## src/mtg_pkg.sv

```systemverilog
// mtg_pkg: shared constants, types and helper functions of the mt19937 generator
// used by mtg_ctrl, mtg_dp and mersenne_twister_generator; depends on nothing
`default_nettype none

package mtg_pkg;

    // generator geometry
    localparam int MT_N  = 624;
    localparam int MT_M  = 397;
    localparam int IDX_W = 10;
    localparam int KEY_DEPTH_DEF = 16;

    // arithmetic constants
    localparam logic [31:0] TWIST_XOR   = 32'h9908b0df;
    localparam logic [31:0] HIGH_BIT    = 32'h80000000;
    localparam logic [31:0] LOW_BITS    = 32'h7fffffff;
    localparam logic [31:0] TEMPER_B    = 32'h9d2c5680;
    localparam logic [31:0] TEMPER_C    = 32'hefc60000;
    localparam logic [31:0] MUL_INIT    = 32'd1812433253;
    localparam logic [31:0] MUL_ARR1    = 32'd1664525;
    localparam logic [31:0] MUL_ARR2    = 32'd1566083941;
    localparam logic [31:0] SEED_ARR    = 32'd19650218;
    localparam logic [31:0] SEED_DFLT   = 32'd5489;

    // request action codes
    typedef enum logic [1:0] {
        ACT_DRAW = 2'd0,
        ACT_SEED = 2'd1,
        ACT_KEY  = 2'd2,
        ACT_NOP  = 2'd3
    } action_t;

    // controller states
    typedef enum logic [4:0] {
        ST_IDLE, ST_KEY,
        ST_SS_INIT, ST_SS_MUL, ST_SS_WR,
        ST_SA_START, ST_SA1_RD, ST_SA1_WR, ST_SA1_WRAP,
        ST_SA2_START, ST_SA2_RD, ST_SA2_WR, ST_SA2_WRAP, ST_SA_FIN,
        ST_RG_START, ST_RG_R0, ST_RG_R1, ST_RG_R2, ST_RG_W,
        ST_DR_RD, ST_DR_OUT
    } state_t;

    // datapath operations
    typedef enum logic [4:0] {
        OP_NONE, OP_KEY_STORE,
        OP_SS_INIT, OP_SS_MUL, OP_SS_WR,
        OP_SA_START, OP_SA_RD, OP_SA1_WR, OP_SA2_START, OP_SA2_WR,
        OP_WRAP0, OP_SA_FIN,
        OP_RG_START, OP_RG_R0, OP_RG_R1, OP_RG_R2, OP_RG_W,
        OP_DR_RD, OP_DR_OUT
    } op_t;

    typedef enum logic [1:0] {
        SEED_VALUE,
        SEED_DEFAULT,
        SEED_ARRAY
    } seed_sel_t;

    typedef enum logic [1:0] {
        RET_IDLE,
        RET_SA,
        RET_RG
    } ret_t;

    typedef struct packed {
        op_t       op;
        seed_sel_t seed;
        logic      mul2;
        logic      load;
    } cmd_t;

    typedef struct packed {
        logic idx_ge;
        logic idx_unseeded;
        logic i_last;
        logic k_one;
        logic k_zero;
        logic last_key;
        logic out_busy;
    } status_t;

    // one twist of the recurrence
    function automatic logic [31:0] twist(input logic [31:0] a, input logic [31:0] b,
                                          input logic [31:0] far);
        logic [31:0] y;
        y = (a & HIGH_BIT) | (b & LOW_BITS);
        return far ^ (y >> 1) ^ (y[0] ? TWIST_XOR : 32'd0);
    endfunction

    // output tempering
    function automatic logic [31:0] temper(input logic [31:0] x);
        logic [31:0] y;
        y = x ^ (x >> 11);
        y = y ^ ((y << 7) & TEMPER_B);
        y = y ^ ((y << 15) & TEMPER_C);
        return y ^ (y >> 18);
    endfunction

endpackage

`default_nettype wire

```

## src/mtg_ctrl.sv

```systemverilog
// mtg_ctrl: sequencer for draw, seeding, key collection and block regeneration
// depends on mtg_pkg; drives mtg_dp through cmd_t and reads status_t
`default_nettype none

module mtg_ctrl (
    input  wire logic            clk,
    input  wire logic            rst_n,
    input  wire logic            in_valid,
    output logic                 in_ready,
    input  wire logic [1:0]      action,
    input  wire mtg_pkg::status_t st,
    output mtg_pkg::cmd_t        cmd
);
    import mtg_pkg::*;

    state_t    state_reg, state_next;
    seed_sel_t seed_reg, seed_next;
    ret_t      ret_reg, ret_next;

    // state registers
    always_ff @(posedge clk or negedge rst_n)
    begin
        if (!rst_n)
        begin
            state_reg <= ST_IDLE;
            seed_reg  <= SEED_DEFAULT;
            ret_reg   <= RET_IDLE;
        end
        else
        begin
            state_reg <= state_next;
            seed_reg  <= seed_next;
            ret_reg   <= ret_next;
        end
    end

    // next state and commands
    always_comb
    begin
        state_next = state_reg;
        seed_next  = seed_reg;
        ret_next   = ret_reg;
        in_ready   = 1'b0;
        cmd.op     = OP_NONE;
        cmd.seed   = seed_reg;
        cmd.mul2   = 1'b0;
        cmd.load   = 1'b0;
        unique case (state_reg)
            ST_IDLE:
            begin
                in_ready = 1'b1;
                if (in_valid)
                begin
                    cmd.load = 1'b1;
                    unique case (action_t'(action))
                        ACT_DRAW:
                        begin
                            if (st.idx_ge && st.idx_unseeded)
                            begin
                                seed_next  = SEED_DEFAULT;
                                ret_next   = RET_RG;
                                state_next = ST_SS_INIT;
                            end
                            else if (st.idx_ge)
                                state_next = ST_RG_START;
                            else
                                state_next = ST_DR_RD;
                        end
                        ACT_SEED:
                        begin
                            seed_next  = SEED_VALUE;
                            ret_next   = RET_IDLE;
                            state_next = ST_SS_INIT;
                        end
                        ACT_KEY:  state_next = ST_KEY;
                        default:  state_next = ST_IDLE;
                    endcase
                end
            end
            ST_KEY:
            begin
                cmd.op = OP_KEY_STORE;
                if (st.last_key)
                begin
                    seed_next  = SEED_ARRAY;
                    ret_next   = RET_SA;
                    state_next = ST_SS_INIT;
                end
                else
                    state_next = ST_IDLE;
            end
            ST_SS_INIT:
            begin
                cmd.op     = OP_SS_INIT;
                state_next = ST_SS_MUL;
            end
            ST_SS_MUL:
            begin
                cmd.op     = OP_SS_MUL;
                state_next = ST_SS_WR;
            end
            ST_SS_WR:
            begin
                cmd.op = OP_SS_WR;
                if (st.i_last)
                begin
                    unique case (ret_reg)
                        RET_SA:  state_next = ST_SA_START;
                        RET_RG:  state_next = ST_RG_START;
                        default: state_next = ST_IDLE;
                    endcase
                end
                else
                    state_next = ST_SS_MUL;
            end
            ST_SA_START:
            begin
                cmd.op     = OP_SA_START;
                state_next = ST_SA1_RD;
            end
            ST_SA1_RD:
            begin
                cmd.op     = OP_SA_RD;
                state_next = ST_SA1_WR;
            end
            ST_SA1_WR:
            begin
                cmd.op = OP_SA1_WR;
                if (st.i_last)
                    state_next = ST_SA1_WRAP;
                else if (st.k_one)
                    state_next = ST_SA2_START;
                else
                    state_next = ST_SA1_RD;
            end
            ST_SA1_WRAP:
            begin
                cmd.op     = OP_WRAP0;
                state_next = st.k_zero ? ST_SA2_START : ST_SA1_RD;
            end
            ST_SA2_START:
            begin
                cmd.op     = OP_SA2_START;
                state_next = ST_SA2_RD;
            end
            ST_SA2_RD:
            begin
                cmd.op     = OP_SA_RD;
                cmd.mul2   = 1'b1;
                state_next = ST_SA2_WR;
            end
            ST_SA2_WR:
            begin
                cmd.op = OP_SA2_WR;
                if (st.i_last)
                    state_next = ST_SA2_WRAP;
                else if (st.k_one)
                    state_next = ST_SA_FIN;
                else
                    state_next = ST_SA2_RD;
            end
            ST_SA2_WRAP:
            begin
                cmd.op     = OP_WRAP0;
                state_next = st.k_zero ? ST_SA_FIN : ST_SA2_RD;
            end
            ST_SA_FIN:
            begin
                cmd.op     = OP_SA_FIN;
                state_next = ST_IDLE;
            end
            ST_RG_START:
            begin
                cmd.op     = OP_RG_START;
                state_next = ST_RG_R0;
            end
            ST_RG_R0:
            begin
                cmd.op     = OP_RG_R0;
                state_next = ST_RG_R1;
            end
            ST_RG_R1:
            begin
                cmd.op     = OP_RG_R1;
                state_next = ST_RG_R2;
            end
            ST_RG_R2:
            begin
                cmd.op     = OP_RG_R2;
                state_next = ST_RG_W;
            end
            ST_RG_W:
            begin
                cmd.op     = OP_RG_W;
                state_next = st.i_last ? ST_DR_RD : ST_RG_R0;
            end
            ST_DR_RD:
            begin
                cmd.op     = OP_DR_RD;
                state_next = ST_DR_OUT;
            end
            ST_DR_OUT:
            begin
                cmd.op = OP_DR_OUT;
                if (!st.out_busy)
                    state_next = ST_IDLE;
            end
            default: state_next = ST_IDLE;
        endcase
    end

endmodule

`default_nettype wire

```

## config.mk

```make
export PLATFORM = sky130hd
export DESIGN_NAME = mtg_ctrl
export DESIGN_NICKNAME = d
export VERILOG_FILES = /design/src/mtg_pkg.sv /design/src/mtg_ctrl.sv
export SDC_FILE = /design/constraint.sdc
export NUM_CORES = 1
export LEC_CHECK = 0
export BUFFER_PORTS_ARGS = -buffer_cell sky130_fd_sc_hd__buf_2
export CORE_UTILIZATION = 35
export DETAILED_ROUTE_END_ITERATION = 16
export REMOVE_ABC_BUFFERS = 1
export SYNTH_ARGS = -nofsm -noshare
export SYNTH_HDL_FRONTEND = slang
export SYNTH_SLANG_ARGS = --single-unit
export TNS_END_PERCENT = 20
```

## constraint.sdc

```tcl
create_clock -name clk -period 4.1 [get_ports clk]
set_input_delay 0.82 -clock clk [delete_from_list [all_inputs] [get_ports clk]]
set_output_delay 0.82 -clock clk [all_outputs]
set_load 0.02 [all_outputs]
```

Word-level counts from Yosys, hierarchy flattened. Index checks and enable logic that the tools add are counted.

Bits in registers: 9. Logic and storage cells: 71. Bits of input ports: 12. Output and inout bits: 10.

Eq/ne operators: 29. Muxes and demuxes: 31. Reductions and logical operators: 8.

Operators by type and width (number): one-hot mux 5 bit (20 select lines) (1); one-hot mux 5 bit (18 select lines) (1); equality test 5 x 4 -> 1 bit (second input constant) (8); two-way mux 5 bit (6); equality test 5 bit (second input constant) (5); equality test 5 x 3 -> 1 bit (second input constant) (4); one-hot mux 2 bit (2 select lines) (4); one-hot mux 5 bit (3 select lines) (1); two-way mux 2 bit (7); two-way mux 4 bit (3); equality test 5 x 2 -> 1 bit (second input constant) (2); two-way mux 3 bit (3); one-hot mux 4 bit (2 select lines) (1); inequality test 2 bit (second input constant) (3); equality test 5 x 1 -> 1 bit (second input constant) (1); logical NOT 5 bit (1); AND reduction 5 bit (1); equality test 2 x 1 -> 1 bit (second input constant) (2); equality test 2 bit (second input constant) (2); two-way mux 1 bit (4); OR reduction 2 bit (2); inequality test 3 x 1 -> 1 bit (second input constant) (1); inequality test 3 bit (second input constant) (1); logical NOT 2 bit (1); other kinds (3) (3).

Longest topological paths before layout. Gate-level depths: netlist of run 1.

Word-level depth: 5. Depth in mapped cells: 6. Depth with buffers taken out: 6.

Worst setup path before layout of run 1. Ideal clock, no wire load.

Path type: reg-to-output. Start point: register state_reg[2]. End point: output cmd[7] in the netlist's numbering. Path slack: 1.761 ns. Required time: 3.280 ns. Cell stages (with the launch flop): 5. Path buffers: 2. Arrival: 1.519 ns. Path through: dfrtp_1 buf_2 buf_1 nor2_1 o32ai_1.

RTL lines: start, declared (RTL line mtg_ctrl.sv:16) `state_t state_reg, state_next;`; start signal, assigned (RTL line mtg_ctrl.sv:31) `state_reg <= state_next;`; end, declared (RTL line mtg_ctrl.sv:12) `output mtg_pkg::cmd_t cmd`.

==> flow_metrics.tcl, run 1 <==
set metrics [dict create \
    outcome "complete, but fails checks" \
    violations "design-rule violations" \
    synth_top_area_share 0.1913 \
    num_vias 1024 \
    synthToLayoutAreaGrowth_pct 13.25 \
    n_antenna_cell 0 \
    die_w_um 53.16 \
    dp.cells 173 \
    arrival_ns 1.86 \
    startpoint_type "register" \
    cts_hold_buffers 0 \
    avgSynthCellArea_um2 6.938 \
    yosysSeqAreaShare 0.2199 \
    p_seq_frac 0.307 \
    slew_headroom 0.4726 \
    fmax_ghz 0.3735 \
    ff2ff_setup_slack_ns 1.89 \
    worstSkewPairLatency_ns 0.25 \
    ys_top_cells_by_count "15 x nor2_1, 12 x a21oi_1, 11 x nand2_1, 10 x inv_1, 10 x o21ai_0" \
    reg2regPathDepth 5 \
    grt_pass1_vias 858 \
    rows 18 \
    nets 162 \
    netlist_area_um2 915.9 \
    max_cap_viol_count 0 \
    powerDensity_nw_per_um2 804.4 \
    synth_area_leaders "dfrtp_1 19%, a21oi_1 6.6%, nor2_1 6.1%" \
    largest_reg_flops 5 \
    crit_required_ns 3.28 \
    p_clk_frac 0.079 \
    syn_inst 132 \
    clk_pin_slew_worst_paths_ns 0.06 \
    ys_ff_latch 8 \
    drt-initial-drc-count 37 \
    min_period_ns 2.677 \
    drcViolationCount 1 \
    viasPerCell 5.785 \
    ant_nets 0 \
    drive_above_1_share 0.1769 \
    fin_setup_tns_ns 0 \
    rsz0062_at_grt "false" \
    yosys_warnings 0 \
    core_um2 2477 \
    grt_max_degree 24 \
    cts_buffer_depth 2 \
    cts-root-buf "clkbuf_4" \
    critPathKind "reg2out" \
    setup_viol_count_final 0 \
    first_pass_iters 10 \
    ios 22 \
    end_kind "output pin" \
    drv_slew 0 \
    dieHeight_um 53.16 \
    initial_core_util 0.3697 \
    synth_cell_types 37 \
    p_sw_uw 460.4 \
    fin_total_pwr_uw 834.3 \
    r2r-start "state_reg[4]$_DFFE_PN0P_" \
    hold_viol 0 \
    gr-total-overflow 0 \
    fin_skew_ns 0.003573 \
    synth_edf_count 0 \
    worst_pin_slew_ns 0.7912 \
    power_frac_comb 0.614 \
    synthArstFlopShare 1.000 \
    port_buffers 21 \
    fin_area_um2 1037 \
    p_leak_uw 0.0004667 \
    synthMostInstantiatedCell "nor2_1" \
    ctsResizeCount 0 \
    r2r-end "ret_reg[1]$_DFFE_PN0P_" \
    finalNonFillerCells 177 \
    wl_um 2427 \
    worst_slack_ns 1.423 \
    routabilityCongestion 0.8856 \
    crit_path_max_fanout 23 \
    finalCritPeriodShare 0.6530 \
    antenna_found_initial 0 \
    die-area_um2 2825 \
    p_sw_frac 0.5518 \
    intPower_uw 374.0 \
    clock-sinks 8 \
    dpl.hpwl_um 1852 \
    yosysTopAreaCell "dfrtp_1" \
    cts_made_buffers 3 \
    wire_per_inst_um 13.71 \
    cts_setup_buffers 0 \
    pre_cts_ws_ns 1.708 \
    hp-class "in2async" \
    htreeDepth 1 \
    cts_tree "yes" \
    synth_top_flop_cell "dfrtp_1" \
    grt_pass1_wl_um 3953 \
    ir_worst_vdd_v 0.0003401 \
    track_usage 0.1906 \
    dpl-instance-area_um2 1011 \
]
[metrics by stage]
stage | utilization | hold slack (ns)
after detailed placement | 0.4081 | 0.5212
final | 0.4187 | 0.3935
after CTS | 0.4187 | 0.3971
after global routing | 0.4187 | 0.4006
after floorplan | - | 0.4910
after global placement | 0.4081 | 0.5126
[placed cells by master (no fill, tap or decap), drive strengths merged, types with 5 or more instances in the layout]
cell and count:
buf 21, inv 10, nand2 11, nand3 5
nor2 15, nor2b 6, a21oi 12, dfrtp 7
o21ai 11
[how the worst max path moves through the flow]
stage / startpoint / end / slack [ns] / depth (start not counted)
6_report: state_reg[4]$_DFFE_PN0P_ / cmd[5] / 1.42 / 4
5_1_grt: state_reg[4]$_DFFE_PN0P_ / cmd[7] / 1.27 / 4
4_1_cts: state_reg[4]$_DFFE_PN0P_ / cmd[7] / 1.42 / 4
3_5_place_dp: state_reg[4]$_DFFE_PN0P_ / cmd[7] / 1.71 / 4
3_3_place_gp: state_reg[4]$_DFFE_PN0P_ / cmd[5] / 1.68 / 4
2_1_floorplan: state_reg[1]$_DFFE_PN0P_ / cmd[6] / 1.86 / 2
[routing by layer]
metal,vias to the layer above,global-route usage,part of all wire
met5,-,0,0
met4,0,0.1053,0.033
met3,10,0.01149,0.069
met2,43,0.2679,0.47
met1,468,0.2830,0.42
li1,503,-,-
[power groups by stage]
stage / clock [uW] / combinational (uW) / sequential (uW)
after floorplan: 0 / 379 / 234
after global placement: 0 / 513 / 256
after detailed placement: 0 / 512 / 256
after CTS: 67.2 / 513 / 255
after global routing: 72.3 / 574 / 272
final: 65.7 / 512 / 257
[cell type report]
type | instances | area [um2]
fillers | 263 | 1440
multi-input cells | 104 | 629.4
flip-flops and latches | 8 | 201.4
repair buffers | 21 | 105.1
inverters | 10 | 37.54
well taps | 30 | 37.54
clock buffers | 4 | 26.28
[cell families after synthesis]
group,share of synthesized area
DFF,0.2200
adders and majority gates,0.02732
buffers and inverters,0.09291
AOI/OAI and AO/OA,0.3019
and+or+nand+nor,0.2910
xor gates and xnor gates,0.009565
muxes,0.05738
[worst max-delay path: stages, from the launching register on]
cell and delay, ns:
dfrtp_1 0.67, nor2b_1 0.49, o21ai_0 0.15, o21ai_0 0.10
buf_2 0.19
Power figures use the tool's default switching activity.
==> inputs of run 2 (changes only) <==
==> constraint.sdc (replaced) <==
create_clock -name clk -period 2.73 [get_ports clk]
set_input_delay 0.546 -clock clk [delete_from_list [all_inputs] [get_ports clk]]
set_output_delay 0.546 -clock clk [all_outputs]
set_load 0.02 [all_outputs]
==> flow_metrics.tcl, run 2 (synthesis gave the netlist of run 1 again) <==
set metrics [dict create \
    outcome "complete, no violations" \
    hp-class "in2async" \
    wire_per_inst_um 14.25 \
    drcViolationCount 0 \
    port_buffers 21 \
    cts_hold_buffers 0 \
    viasPerCell 5.833 \
    ctsResizeCount 0 \
    grt_max_degree 24 \
    worst_pin_slew_ns 0.7633 \
    hold_viol 0 \
    rows 18 \
    n_antenna_cell 0 \
    clock-sinks 8 \
    clk_pin_slew_worst_paths_ns 0.06 \
    dieHeight_um 53.16 \
    ios 22 \
    track_usage 0.1996 \
    layout_commonest_cell "buf_2" \
    multiInputGateArea_um2 629.4 \
    fin_skew_ns 0.007065 \
    p_sw_frac 0.5481 \
    use_met3 0.03448 \
    arrival_ns 1.79 \
    r2r-start "state_reg[4]$_DFFE_PN0P_" \
    first_pass_iters 5 \
    fin_util 0.4278 \
    crit_path_max_fanout 23 \
    cts_setup_buffers 0 \
    p_seq_frac 0.252 \
    drt-initial-drc-count 47 \
    intPower_uw 589.6 \
    met2_usage 0.2996 \
    wl_um 2565 \
    register_area_um2 201.4 \
    startpoint_type "register" \
    grt_pass1_vias 916 \
    fin_total_pwr_uw 1305 \
    p_leak_uw 0.0004815 \
    grt_util_met1 0.2754 \
    synthToLayoutAreaGrowth_pct 15.71 \
    ant_nets 0 \
    p_clk_frac 0.073 \
    grt_busiest_layer "met2" \
    hold_slack_ns 0.1164 \
    ff2ff_setup_slack_ns 0.62 \
    core_um2 2477 \
    fillers 272 \
    grt_pass1_wl_um 4098 \
    cts_buffer_depth 2 \
    cts-root-buf "clkbuf_4" \
    gr-total-overflow 0 \
    slew_headroom 0.4912 \
    die-area_um2 2825 \
    ir_worst_vdd_v 0.0005662 \
    cts_tree "yes" \
    reg2regPathDepth 5 \
    worstSkewPairLatency_ns 0.25 \
    fin_setup_tns_ns 0 \
    drv_slew 0 \
    r2r-end "ret_reg[1]$_DFFE_PN0P_" \
    max_cap_viol_count 0 \
    power_frac_comb 0.675 \
    largest_reg_flops 5 \
    routabilityCongestion 0.9488 \
    p_sw_uw 715.0 \
    crit_required_ns 2.18 \
    nets 165 \
    finalNonFillerCells 180 \
    die_w_um 53.16 \
    final_cell_mix "21 x buf_2, 15 x nor2_1, 12 x a21oi_1, 11 x nand2_1" \
    fmax_ghz 0.4272 \
    antenna_found_initial 0 \
    cts_made_buffers 3 \
    drive_above_1_share 0.1933 \
    min_period_ns 2.341 \
    initial_core_util 0.3697 \
    finalCritPeriodShare 0.8574 \
    rsz0062_at_grt "false" \
    end_kind "output pin" \
    powerDensity_nw_per_um2 1231 \
    setup_viol_count_final 0 \
    critPathKind "reg2out" \
    htreeDepth 1 \
    dpl.hpwl_um 1977 \
    dp.cells 176 \
    num_vias 1050 \
]
## run 2: cell type report
type	count	area share
Multi-Input combinational cell	104	0.5939
Clock buffer	4	0.02479
Tap cell	30	0.03542
Sequential cell	8	0.1901
Timing Repair Buffer	24	0.1204
Inverter	10	0.03542
## run 2: worst max-delay path: stages, from the launching register on
cell	delay (ns)
dfrtp_1	0.83
nor2b_1	0.24
a21oi_1	0.18
o32ai_1	0.10
buf_2	0.19
## run 2: worst max-delay path by stage
| stage | from | to | cells past startpoint |
|---|---|---|---|
| after floorplan | state_reg[4]$_DFFE_PN0P_ | ret_reg[1]$_DFFE_PN0P_ | 5 |
| after global placement | state_reg[4]$_DFFE_PN0P_ | ret_reg[1]$_DFFE_PN0P_ | 5 |
| after detailed placement | state_reg[4]$_DFFE_PN0P_ | ret_reg[1]$_DFFE_PN0P_ | 5 |
| after CTS | state_reg[4]$_DFFE_PN0P_ | cmd[7] | 4 |
| after global routing | state_reg[4]$_DFFE_PN0P_ | cmd[7] | 4 |
| final | state_reg[4]$_DFFE_PN0P_ | cmd[7] | 4 |
## run 2: through the flow
stage,setup WS [ns],cell area (um2)
3_3_place_gp,0.7177,1033
5_1_grt,0.2304,1060
3_5_place_dp,0.6464,1033
2_1_floorplan,0.7464,868.3
6_report,0.3892,1060
4_1_cts,0.3830,1060
## run 2: routing by layer
metal,vias to the layer above,share of wire
met5,-,0
met4,0,0.0055
met3,2,0.065
met2,48,0.49
met1,489,0.44
li1,511,-
## run 2: power groups by stage
stage	clock, uW	sequential [uW]	combinational, uW
CTS	99.4	326	873
detailed placement	0	328	868
global placement	0	327	859
global route	106	345	973
floorplan	0	351	569
finish	95.5	329	880
==> inputs of run 3 (changes only) <==
--- a/config.mk
+++ b/config.mk
@@ -8,6 +8,7 @@
 export BUFFER_PORTS_ARGS = -buffer_cell sky130_fd_sc_hd__buf_2
 export CORE_UTILIZATION = 35
 export DETAILED_ROUTE_END_ITERATION = 16
+export RECOVER_POWER = 25
 export REMOVE_ABC_BUFFERS = 1
 export SYNTH_ARGS = -nofsm -noshare
 export SYNTH_HDL_FRONTEND = slang
==> flow_metrics.tcl, run 3 (synthesis gave the netlist of run 1 again) <==
set metrics [dict create \
    hold_viol 0 \
    slew_headroom 0.4912 \
    drive_above_1_share 0.1867 \
    setup_viol_count_final 0 \
    antenna_found_initial 0 \
    crit_required_ns 2.18 \
    synthToLayoutAreaGrowth_pct 15.57 \
    final_cell_mix "20 x buf_2, 15 x nor2_1, 12 x a21oi_1, 11 x nand2_1" \
    critPathKind "reg2out" \
    cts-root-buf "clkbuf_4" \
    grt_pass1_wl_um 4098 \
    outcome "complete, no violations" \
    gr-total-overflow 0 \
    crit_path_max_fanout 23 \
    ios 22 \
    ir_worst_vdd_v 0.0005659 \
    die_w_um 53.16 \
    viasPerCell 5.822 \
    ff2ff_setup_slack_ns 0.62 \
    cts_made_buffers 3 \
    ctsResizeCount 0 \
    grt_max_degree 24 \
    htreeDepth 1 \
    cts_tree "yes" \
    n_antenna_cell 0 \
    fin_skew_ns 0.007065 \
    clock-sinks 8 \
    wl_um 2566 \
    min_period_ns 2.341 \
    cts_hold_buffers 0 \
    layout_commonest_cell "buf_2" \
    worst_pin_slew_ns 0.7633 \
    ant_nets 0 \
    arrival_ns 1.79 \
    fillers 270 \
    powerDensity_nw_per_um2 1232 \
    rows 18 \
    core_um2 2477 \
    die-area_um2 2825 \
    pre_cts_ws_ns 0.6464 \
    fmax_ghz 0.4272 \
    largest_reg_flops 5 \
    startpoint_type "register" \
    p_leak_uw 0.0004787 \
    hp-class "in2async" \
    clk_pin_slew_worst_paths_ns 0.06 \
    track_usage 0.1996 \
    dpl.hpwl_um 1977 \
    worst_slack_ns 0.3892 \
    nets 165 \
    port_buffers 21 \
    wire_per_inst_um 14.26 \
    drv_slew 0 \
    num_vias 1048 \
    cts_buffer_depth 2 \
    grt_pass1_vias 916 \
    cts_setup_buffers 0 \
    fin_setup_tns_ns 0 \
    initial_core_util 0.3697 \
    first_pass_iters 5 \
    drcViolationCount 0 \
    routabilityCongestion 0.9488 \
    drt-initial-drc-count 49 \
    worstSkewPairLatency_ns 0.25 \
    end_kind "output pin" \
    dieHeight_um 53.16 \
    max_cap_viol_count 0 \
    finalCritPeriodShare 0.8574 \
    rsz0062_at_grt "false" \
]
[run 3: cell types whose count changed in the layout (fill, tap and decap cells not counted), sizes merged]
cell and change:
buf -1, clkbuf +1
[run 3: path summary, 6_finish.rpt]
path | start | to | cells past startpoint
max | state_reg[4]$_DFFE_PN0P_ | cmd[7] | 4
min | rst_n | state_reg[0]$_DFFE_PN0P_ | 1
max reg2reg | state_reg[4]$_DFFE_PN0P_ | ret_reg[1]$_DFFE_PN0P_ | 5
min reg2reg | ret_reg[0]$_DFFE_PN0P_ | ret_reg[0]$_DFFE_PN0P_ | 1
max in group asynchronous | rst_n | seed_reg[0]$_DFFE_PN1P_ | 1
min in group clk | ret_reg[0]$_DFFE_PN0P_ | ret_reg[0]$_DFFE_PN0P_ | 1
[run 3: through the flow]
| step | hold WS [ns] | total power, uW | cells | util | cell area, um2 |
|---|---|---|---|---|---|
| floorplan | 0.2504 | 919.9 | 122 | - | 868.3 |
| global placement | 0.3924 | 1186 | 176 | 0.4172 | 1033 |
| detailed placement | 0.3961 | 1196 | 176 | 0.4172 | 1033 |
| CTS | 0.1165 | 1298 | 180 | 0.4278 | 1060 |
| global route | 0.2169 | 1424 | 180 | 0.4273 | 1059 |
| finish | 0.1881 | 1304 | 180 | 0.4273 | 1059 |
[run 3: routing by layer]
metal / vias up / global-route usage / share of wire
met2: 48 / 0.2996 / 0.49
met4: 0 / 0.08772 / 0.0055
met1: 488 / 0.2754 / 0.44
met3: 2 / 0.03448 / 0.068
met5: - / 0 / 0
li1: 510 / - / -
[run 3: final cells by class]
class / instances / area, um2 / area share
clock buffers: 4 / 26.28 / 0.02482
inverters: 10 / 37.54 / 0.03546
multi-input cells: 104 / 629.4 / 0.5946
flip-flops and latches: 8 / 201.4 / 0.1903
well taps: 30 / 37.54 / 0.03546
repair buffers: 24 / 126.4 / 0.1194
[run 3: where the power goes]
part	switching [uW]	internal, uW	leakage [uW]
Combinational	527	353	0.000366
Sequential	148	180	0.0000973
Clock	39.7	55.9	0.0000150
Total	715	589	0.000479
[run 3: worst max-delay path, stage by stage (launching register included)]
cell,delay [ns]
dfrtp_1,0.83
nor2b_1,0.24
a21oi_1,0.18
o32ai_1,0.10
buf_2,0.19
